**config.mk**
```make
export PLATFORM = sky130hd
export DESIGN_NAME = carry_chain_random_range_generator
export DESIGN_NICKNAME = d
export VERILOG_FILES = /design/src/design/ccrrg_pkg.sv /design/src/design/ccrrg_ram.sv /design/src/design/carry_chain_random_range_generator.sv
export SDC_FILE = /design/constraint.sdc
export NUM_CORES = 2
export LEC_CHECK = 0
export BUFFER_PORTS_ARGS = -buffer_cell sky130_fd_sc_hd__buf_2
export CORE_MARGIN = 2
export CORE_UTILIZATION = 57
export CTS_BUF_LIST = sky130_fd_sc_hd__clkbuf_16
export CTS_CLUSTER_SIZE = 8
export DETAILED_ROUTE_END_ITERATION = 7
export PLACE_DENSITY_LB_ADDON = 0.08
export SYNTH_ARGS = -nofsm -noshare
export SYNTH_HDL_FRONTEND = slang
export SYNTH_SLANG_ARGS = --single-unit
```
**constraint.sdc**
```tcl
create_clock -name clk_i -period 6.75 [get_ports clk_i]
set_input_delay 1.0125 -clock clk_i [delete_from_list [all_inputs] [get_ports clk_i]]
set_output_delay 1.0125 -clock clk_i [all_outputs]
set_load 0.01 [all_outputs]
```
**src/design/ccrrg_pkg.sv**
```systemverilog
`timescale 1ns / 1ps

package ccrrg_pkg;

  localparam int unsigned NUM_STREAMS_DEF = 3;
  localparam int unsigned WORDS = 6;

  typedef enum logic [0:0] {
    OP_DRAW   = 1'b0,
    OP_RESEED = 1'b1
  } op_e;

  typedef enum logic [2:0] {
    ST_IDLE,
    ST_SEED,
    ST_READ,
    ST_WBACK,
    ST_DIV,
    ST_ADD,
    ST_DONE
  } st_e;

  typedef struct packed {
    op_e                operation;
    logic        [1:0]  stream;
    logic        [31:0] seed_value;
    logic signed [31:0] range_low;
    logic signed [31:0] range_high;
  } in_t;

  typedef struct packed {
    logic signed [31:0] value;
    logic        [31:0] logic_base_seed;
  } out_t;

  // per-word seed offsets
  function automatic logic [31:0] seed_ofs(input logic [2:0] k);
    logic [31:0] ofs;
    case (k)
      3'd0:    ofs = 32'hf22d0e56;
      3'd1:    ofs = 32'h883126e9;
      3'd2:    ofs = 32'hc624dd2f;
      3'd3:    ofs = 32'h0702c49c;
      3'd4:    ofs = 32'h9e353f7d;
      3'd5:    ofs = 32'h6fdf3b64;
      default: ofs = 32'h0;
    endcase
    return ofs;
  endfunction

endpackage

```
**src/design/ccrrg_ram.sv**
```systemverilog
`timescale 1ns / 1ps

module ccrrg_ram #(
  parameter int unsigned Width = 32,
  parameter int unsigned Depth = 18
) (
  input  logic                     clk_i,
  input  logic                     we_i,
  input  logic [$clog2(Depth)-1:0] waddr_i,
  input  logic [Width-1:0]         wdata_i,
  input  logic [$clog2(Depth)-1:0] raddr_i,
  output logic [Width-1:0]         rdata_o
);

  logic [Width-1:0] mem_q [Depth];
  logic [Width-1:0] rdata_q;

  always_ff @(posedge clk_i) begin
    if (we_i) begin
      mem_q[waddr_i] <= wdata_i;
    end
    rdata_q <= mem_q[raddr_i];
  end

  assign rdata_o = rdata_q;

endmodule

```
**src/design/carry_chain_random_range_generator.sv**
```systemverilog
// steps: a reseed of a known stream writes its six words; a draw with zero span or
// unknown stream, or a reseed of an unknown stream, goes straight to the result; a full
// draw does 6 word reads, 6 write backs, 32 restoring remainder steps of one bit each,
// 1 add, 1 output load; throughput: one item at a time, in_stall_o stays high until the
// result is loaded into the output register, which can be held off by out_stall_i
// reset: every generator reads as seeded with zero until first written, base seed 0
`timescale 1ns / 1ps

module carry_chain_random_range_generator #(
  parameter int unsigned NumStreams = ccrrg_pkg::NUM_STREAMS_DEF
) (
  input  logic            clk_i,
  input  logic            rst_ni,
  input  logic            in_valid_i,
  output logic            in_stall_o,
  input  ccrrg_pkg::in_t  in_data_i,
  output logic            out_valid_o,
  input  logic            out_stall_i,
  output ccrrg_pkg::out_t out_data_o
);

  import ccrrg_pkg::*;

  localparam int unsigned Depth = NumStreams * WORDS;
  localparam int unsigned AW = $clog2(Depth);

  st_e                   state_q, state_d;
  in_t                   item_q, item_d;
  logic [4:0]            cnt_q, cnt_d;
  logic [31:0]           span_q, span_d;
  logic [31:0]           acc_q, acc_d;
  logic                  carry_q, carry_d;
  logic                  ripple_q, ripple_d;
  logic [31:0]           sr_q [WORDS];
  logic [31:0]           sr_d [WORDS];
  logic [31:0]           rem_q, rem_d;
  logic [31:0]           quo_q, quo_d;
  logic [31:0]           res_q, res_d;
  logic [31:0]           base_q, base_d;
  logic [NumStreams-1:0] row_vld_q, row_vld_d;
  logic                  rd_vld_q, rd_vld_d;
  logic [2:0]            rd_k_q, rd_k_d;
  out_t                  out_q, out_d;
  logic                  out_vld_q, out_vld_d;

  logic                  ram_we;
  logic [AW-1:0]         ram_waddr;
  logic [31:0]           ram_wdata;
  logic [AW-1:0]         ram_raddr;
  logic [31:0]           ram_rdata;

  logic [AW-1:0]         base_addr;
  logic                  row_vld;
  logic                  in_ok;
  logic [31:0]           span_in;
  logic [NumStreams-1:0] row_mask;

  ccrrg_ram #(
    .Width(32),
    .Depth(Depth)
  ) u_ram (
    .clk_i  (clk_i),
    .we_i   (ram_we),
    .waddr_i(ram_waddr),
    .wdata_i(ram_wdata),
    .raddr_i(ram_raddr),
    .rdata_o(ram_rdata)
  );

  assign base_addr = AW'({30'b0, item_q.stream} * WORDS);
  assign row_mask  = NumStreams'(1) << item_q.stream;
  assign row_vld   = |(row_vld_q & row_mask);
  assign in_ok     = {30'b0, in_data_i.stream} < NumStreams;
  assign span_in   = in_data_i.range_high - in_data_i.range_low + 32'd1;

  assign in_stall_o  = (state_q != ST_IDLE);
  assign out_valid_o = out_vld_q;
  assign out_data_o  = out_q;

  always_comb begin
    logic [31:0] word;
    logic [32:0] sum33;
    logic [31:0] push_val;
    logic        push;
    logic [31:0] wb_val;
    logic [32:0] trial;

    state_d   = state_q;
    item_d    = item_q;
    cnt_d     = cnt_q;
    span_d    = span_q;
    acc_d     = acc_q;
    carry_d   = carry_q;
    ripple_d  = ripple_q;
    sr_d      = sr_q;
    rem_d     = rem_q;
    quo_d     = quo_q;
    res_d     = res_q;
    base_d    = base_q;
    row_vld_d = row_vld_q;
    rd_vld_d  = 1'b0;
    rd_k_d    = rd_k_q;
    out_d     = out_q;
    out_vld_d = out_vld_q;
    ram_we    = 1'b0;
    ram_waddr = base_addr;
    ram_wdata = 32'h0;
    ram_raddr = base_addr;
    word      = 32'h0;
    sum33     = 33'h0;
    push_val  = 32'h0;
    push      = 1'b0;
    wb_val    = 32'h0;
    trial     = 33'h0;

    if (out_vld_q && !out_stall_i) begin
      out_vld_d = 1'b0;
    end

    case (state_q)
      ST_IDLE: begin
        if (in_valid_i) begin
          item_d = in_data_i;
          span_d = span_in;
          cnt_d  = 5'd0;
          if (in_data_i.operation == OP_RESEED) begin
            if (in_ok) begin
              state_d = ST_SEED;
              if (in_data_i.stream == 2'd0) begin
                base_d = in_data_i.seed_value;
              end
            end else begin
              res_d   = 32'h0;
              state_d = ST_DONE;
            end
          end else if (span_in == 32'h0 || !in_ok) begin
            res_d   = in_data_i.range_high;
            state_d = ST_DONE;
          end else begin
            state_d = ST_READ;
          end
        end
      end
      ST_SEED: begin
        ram_we    = 1'b1;
        ram_waddr = base_addr + AW'(cnt_q[2:0]);
        ram_wdata = item_q.seed_value + seed_ofs(cnt_q[2:0]);
        cnt_d     = cnt_q + 5'd1;
        if (cnt_q == 5'(WORDS - 1)) begin
          row_vld_d = row_vld_q | row_mask;
          res_d     = 32'h0;
          state_d   = ST_DONE;
        end
      end
      ST_READ: begin
        // words are fetched from the top word down
        if (cnt_q < 5'(WORDS)) begin
          ram_raddr = base_addr + AW'(3'(WORDS - 1) - cnt_q[2:0]);
          rd_vld_d  = 1'b1;
          rd_k_d    = 3'(WORDS - 1) - cnt_q[2:0];
          cnt_d     = cnt_q + 5'd1;
        end
        if (rd_vld_q) begin
          word = row_vld ? ram_rdata : seed_ofs(rd_k_q);
          push = 1'b1;
          case (rd_k_q)
            3'd5: begin
              acc_d    = word;
              push_val = word;
            end
            3'd4: begin
              sum33    = {1'b0, acc_q} + {1'b0, word};
              acc_d    = sum33[31:0];
              carry_d  = sum33[32];
              push_val = sum33[31:0];
            end
            default: begin
              push_val = acc_q + word + {31'b0, carry_q};
              acc_d    = push_val;
              carry_d  = (push_val < word);
            end
          endcase
          if (rd_k_q == 3'd0) begin
            state_d  = ST_WBACK;
            cnt_d    = 5'd0;
            ripple_d = 1'b1;
          end
        end
        if (push) begin
          for (int i = 0; i < WORDS - 1; i++) begin
            sr_d[i] = sr_q[i+1];
          end
          sr_d[WORDS-1] = push_val;
        end
      end
      ST_WBACK: begin
        // increment with ripple, top word first
        wb_val    = sr_q[0] + {31'b0, ripple_q};
        ram_we    = 1'b1;
        ram_waddr = base_addr + AW'(3'(WORDS - 1) - cnt_q[2:0]);
        ram_wdata = wb_val;
        ripple_d  = ripple_q & (wb_val == 32'h0);
        for (int i = 0; i < WORDS - 1; i++) begin
          sr_d[i] = sr_q[i+1];
        end
        sr_d[WORDS-1] = 32'h0;
        cnt_d = cnt_q + 5'd1;
        if (cnt_q == 5'(WORDS - 1)) begin
          row_vld_d = row_vld_q | row_mask;
          quo_d     = wb_val;
          rem_d     = 32'h0;
          cnt_d     = 5'd0;
          state_d   = ST_DIV;
        end
      end
      ST_DIV: begin
        trial = {rem_q, quo_q[31]};
        if (trial >= {1'b0, span_q}) begin
          rem_d = 32'(trial - {1'b0, span_q});
        end else begin
          rem_d = trial[31:0];
        end
        quo_d = {quo_q[30:0], 1'b0};
        cnt_d = cnt_q + 5'd1;
        if (cnt_q == 5'd31) begin
          state_d = ST_ADD;
        end
      end
      ST_ADD: begin
        res_d   = rem_q + item_q.range_low;
        state_d = ST_DONE;
      end
      ST_DONE: begin
        if (!out_vld_q || !out_stall_i) begin
          out_d.value           = res_q;
          out_d.logic_base_seed = base_q;
          out_vld_d             = 1'b1;
          state_d               = ST_IDLE;
        end
      end
      default: begin
        state_d = ST_IDLE;
      end
    endcase
  end

  always_ff @(posedge clk_i or negedge rst_ni) begin
    if (!rst_ni) begin
      state_q   <= ST_IDLE;
      cnt_q     <= 5'd0;
      base_q    <= 32'h0;
      row_vld_q <= '0;
      rd_vld_q  <= 1'b0;
      out_vld_q <= 1'b0;
    end else begin
      state_q   <= state_d;
      cnt_q     <= cnt_d;
      base_q    <= base_d;
      row_vld_q <= row_vld_d;
      rd_vld_q  <= rd_vld_d;
      out_vld_q <= out_vld_d;
    end
  end

  always_ff @(posedge clk_i) begin
    item_q   <= item_d;
    span_q   <= span_d;
    acc_q    <= acc_d;
    carry_q  <= carry_d;
    ripple_q <= ripple_d;
    sr_q     <= sr_d;
    rem_q    <= rem_d;
    quo_q    <= quo_d;
    res_q    <= res_d;
    rd_k_q   <= rd_k_d;
    out_q    <= out_d;
  end

  // remainder stays below the span
  a_rem_below_span: assert property (@(posedge clk_i) disable iff (!rst_ni)
    (state_q == ST_DIV) |-> (rem_q < span_q))
    else $error("remainder not below span");

  // generator only advances for a nonzero span
  a_read_nonzero_span: assert property (@(posedge clk_i) disable iff (!rst_ni)
    (state_q == ST_READ) |-> (span_q != 32'h0))
    else $error("advance started with zero span");

  // zero span draw returns range_high at once
  a_zero_span: assert property (@(posedge clk_i) disable iff (!rst_ni)
    (in_valid_i && !in_stall_o && in_data_i.operation == OP_DRAW && span_in == 32'h0)
    |=> (state_q == ST_DONE && res_q == $past(in_data_i.range_high)))
    else $error("zero span draw mishandled");

  // finished result moves to the output register when it is free
  a_done_unload: assert property (@(posedge clk_i) disable iff (!rst_ni)
    (state_q == ST_DONE && !(out_vld_q && out_stall_i))
    |=> (out_vld_q && state_q == ST_IDLE))
    else $error("result not loaded");

endmodule

```
==> reports/qor.csv <==
metric,value,unit
clk sinks,1140,
Max VDD drop,298,µV
RSZ-0062 raised after global routing,no,
asr flop ratio synth,0.0395,
initial antenna violation count,2,
Commonest cells post-synth,"edfxtp_1, nor2_1, nand2_1, ha_1, a21oi_1",
#FFs+latches synth,1140,
Post-Synthesis Cell Area,0.0534,mm²
initial DRC count,3722,
crit share post-route,0.917,
hold_buf cts,0,
slowest library cell on the worst path,fa_1,
Area after DPL,0.0560,mm²
terminus of the critical flop-to-flop path,carry_q$_DFFE_PP_,
Layout Nets,4508,
total grt overflow,0,
Clock Latency Late Sink,0.77,ns
Area contributors post-synth,"edfxtp_1, ha_1, mux4_2, nor2_1, dfrtp_1",
Yosys cell types,88,
sequential area share after synthesis,0.631,
initial core utilization,0.574,
xor and xnor area share after synthesis,0.0312,
element type at the critical path start,flop,
Setup TNS,0,ns
wire length per cell,24.8,µm
DR WL met3,8880,µm
Syn. warnings,0,
max-slew violations,0,
simple-gate share of the synthesized area,0.0836,
"Max FO, Critical Path",28,
clk root buf,clkbuf_16,
chip width,310,µm
hpwl dp,91500,µm
DRC viols,0,
Top Metal Used,met4,
CP cell instances,inv_1 > ha_1 > a222oi_1 > buf_4 > a31oi_1 > fa_1 > fa_1 > a21o_1 > a21oi_1 > o21ai_1 > a21oi_1 > o21ai_1 > xnor2_1 > ha_1 > nand4_1 > nor4_1 > o2111ai_1 > nand4_1 > a221oi_1 > o211ai_1 > o21ai_0,
CP peak stage delay,0.56,ns
WS Path Type,reg2reg,
WP data arrival,6.68,ns
Worst R2R Path Depth,21,
"area leader, netlist",edfxtp_1,
Clock transition at path regs,0.05,ns
"count leader, synth",edfxtp_1,
H-tree levels,4,
"EDFF count, synth",1063,
Routed WL,137000,µm
Layout Utilization,0.652,
min-delay worst type,in2async,
Die Ht,310,µm
drt first pass iters,5,
worst-margin pin slew,1.27,ns
CORE AREA,0.0930,mm²
final setup margin,0.563,ns
leading register cell type out of synthesis,edfxtp_1,
Leakage,20.2,nW
# rows,112,
antenna-violating nets left,0,
clock skew,0.0523,ns
total number of vias,33500,
min Tclk post-route,6.19,ns
Setup-failing EPs final,0,
metal2 WL,66900,µm
metal1 wirelength,55900,µm
status,"complete, no violations",
CTS tree,built,
gp weighted congestion,0.941,
Slew Limit Headroom,0.155,
share of cells above drive strength 1,0.152,
die area,0.0961,mm²
largest family of logic cells by synthesized area,compound AO/OA/AOI/OAI gates,
fmax,162,MHz
fin area,0.0606,mm²
clock tree buffer depth,3,
area grow syn2layout,13.6,%
synthesized area per cell,13.6,µm²
Vias/cell,6.08,
"Data required, critical path",7.24,ns
Num CTS Buffers,160,
Buffers on Ports,168,
Place WS,0.602,ns
final hold vios,0,
Synth top area share,0.598,
crit end category,flop,
largest net degree at the start of global routing,140,
mux contribution to synthesized area,0.0733,
Post-Syn Nets,4271,
Post-Synthesis Cells,3922,
first-pass GRT wire length,203000,µm
Adder-Cell Fraction of Synth Area,0.0589,
vias in the first global route,33000,
Max Cap Viol,0,
FF-to-FF setup slack,0.56,ns
GRT Overall Usage,0.287,
IO Pins,169,
pwr/cell area,252,mW/mm²
r2r startpoint,item_q[96]$_DFFE_PP_,
compound-cell area share of the yosys netlist,0.0982,
==> critical path: cells and delay by family (launching register included) <==
kind | cells | cell delay (ns)
compound gates | 11 | 2.45
fa+ha+maj | 4 | 1.75
simple gates | 3 | 0.62
buf+inv | 2 | 0.47
flops | 1 | 0.40
xor+xnor | 1 | 0.21
==> how the worst max path moves through the flow <==
stage | from | to | cells after the start
5_1_grt | item_q[96]$_DFFE_PP_ | carry_q$_DFFE_PP_ | 25
4_1_cts | item_q[96]$_DFFE_PP_ | carry_q$_DFFE_PP_ | 25
3_3_place_gp | item_q[96]$_DFFE_PP_ | carry_q$_DFFE_PP_ | 25
6_report | item_q[96]$_DFFE_PP_ | carry_q$_DFFE_PP_ | 21
2_1_floorplan | state_q[0]$_DFFE_PN0P_ | quo_q[0]$_SDFFCE_PP0P_ | 5
3_5_place_dp | item_q[96]$_DFFE_PP_ | carry_q$_DFFE_PP_ | 25
==> layout by cell type, fill, tap and decap left out, drive strengths merged, types with 16 or more instances in the layout <==
master / synthesis / routed
dfxtp: 32 / 32
and3: 30 / 30
edfxtp: 1063 / 1063
nor2b: 47 / 47
a21oi: 221 / 221
xor2: 86 / 86
a221oi: 18 / 18
o21bai: 28 / 28
mux2i: 59 / 59
nand2b: 26 / 26
mux4: 128 / 128
o21ai: 201 / 201
inv: 162 / 252
buf: 42 / 237
nand3: 91 / 91
nand2: 271 / 271
nor2: 349 / 349
a31oi: 17 / 17
nand4: 43 / 43
xnor2: 104 / 104
nor3: 38 / 38
nor4: 16 / 16
ha: 237 / 237
clkbuf: 120 / 160
o211ai: 53 / 53
mux2: 39 / 39
a211oi: 30 / 30
a21o: 103 / 103
o22ai: 33 / 33
dfrtp: 45 / 45
==> flip-flops by register name (all words and copies together) (netlist names), 5 cells and up <==
signal and count:
span_q 32, res_q 32, item_q 66, quo_q 32, out_data_o 64, cnt_q 5
acc_q 32, u_ram.rdata_o 32, rem_q 32, base_q 32, u_ram.mem_q 576, sr_q 192
==> power by group <==
group	leakage [nW]	internal (mW)	switching, mW	total [mW]
registers	8.34	7.65	0.0000000000000000566	7.65
clock network	2.57	4.26	2.99	7.25
logic	9.31	0.139	0.225	0.364
==> what timing repair did <==
action / 4_1_cts / 5_1_grt
setup buffers: 0 / 0
resized for setup: 0 / 1
endpoints found under the setup margin: 0 / 1
==> layout make-up <==
type / instances / area (µm²)
clock inverter: 103 / 643
fill: 6918 / 32400
clock buffer: 160 / 4000
antenna: 1 / 2.50
sequential: 1140 / 33700
tap: 1254 / 1570
timing repair buffer: 237 / 1420
inverter: 163 / 612
multi-input combinational: 2457 / 18700
==> metrics by stage <==
stage | hold slack (ns) | std cells | power, mW
6_report | 0.342 | 5515 | 15.3
5_1_grt | 0.380 | 5514 | 15.7
4_1_cts | 0.347 | 5514 | 15.4
3_5_place_dp | 0.405 | 5251 | 8.14
3_3_place_gp | 0.400 | 5251 | 8.14
2_1_floorplan | 0.400 | 3922 | 8.00
==> logic make-up after synthesis <==
kind of cell    after synthesis
simple gates                977
mux                         226
compound gates              818
buf+inv                     325
xor+xnor                    190
fa+ha+maj                   246
flops                      1140
==> per-layer routing <==
| metal | global-route usage | up-vias |
|---|---|---|
| met2 | 0.479 | 1205 |
| met5 | 0 | - |
| met1 | 0.378 | 16600 |
| met4 | 0.109 | 0 |
| met3 | 0.0486 | 268 |
| li1 | - | 15400 |
(Power assumes the default switching activity.)
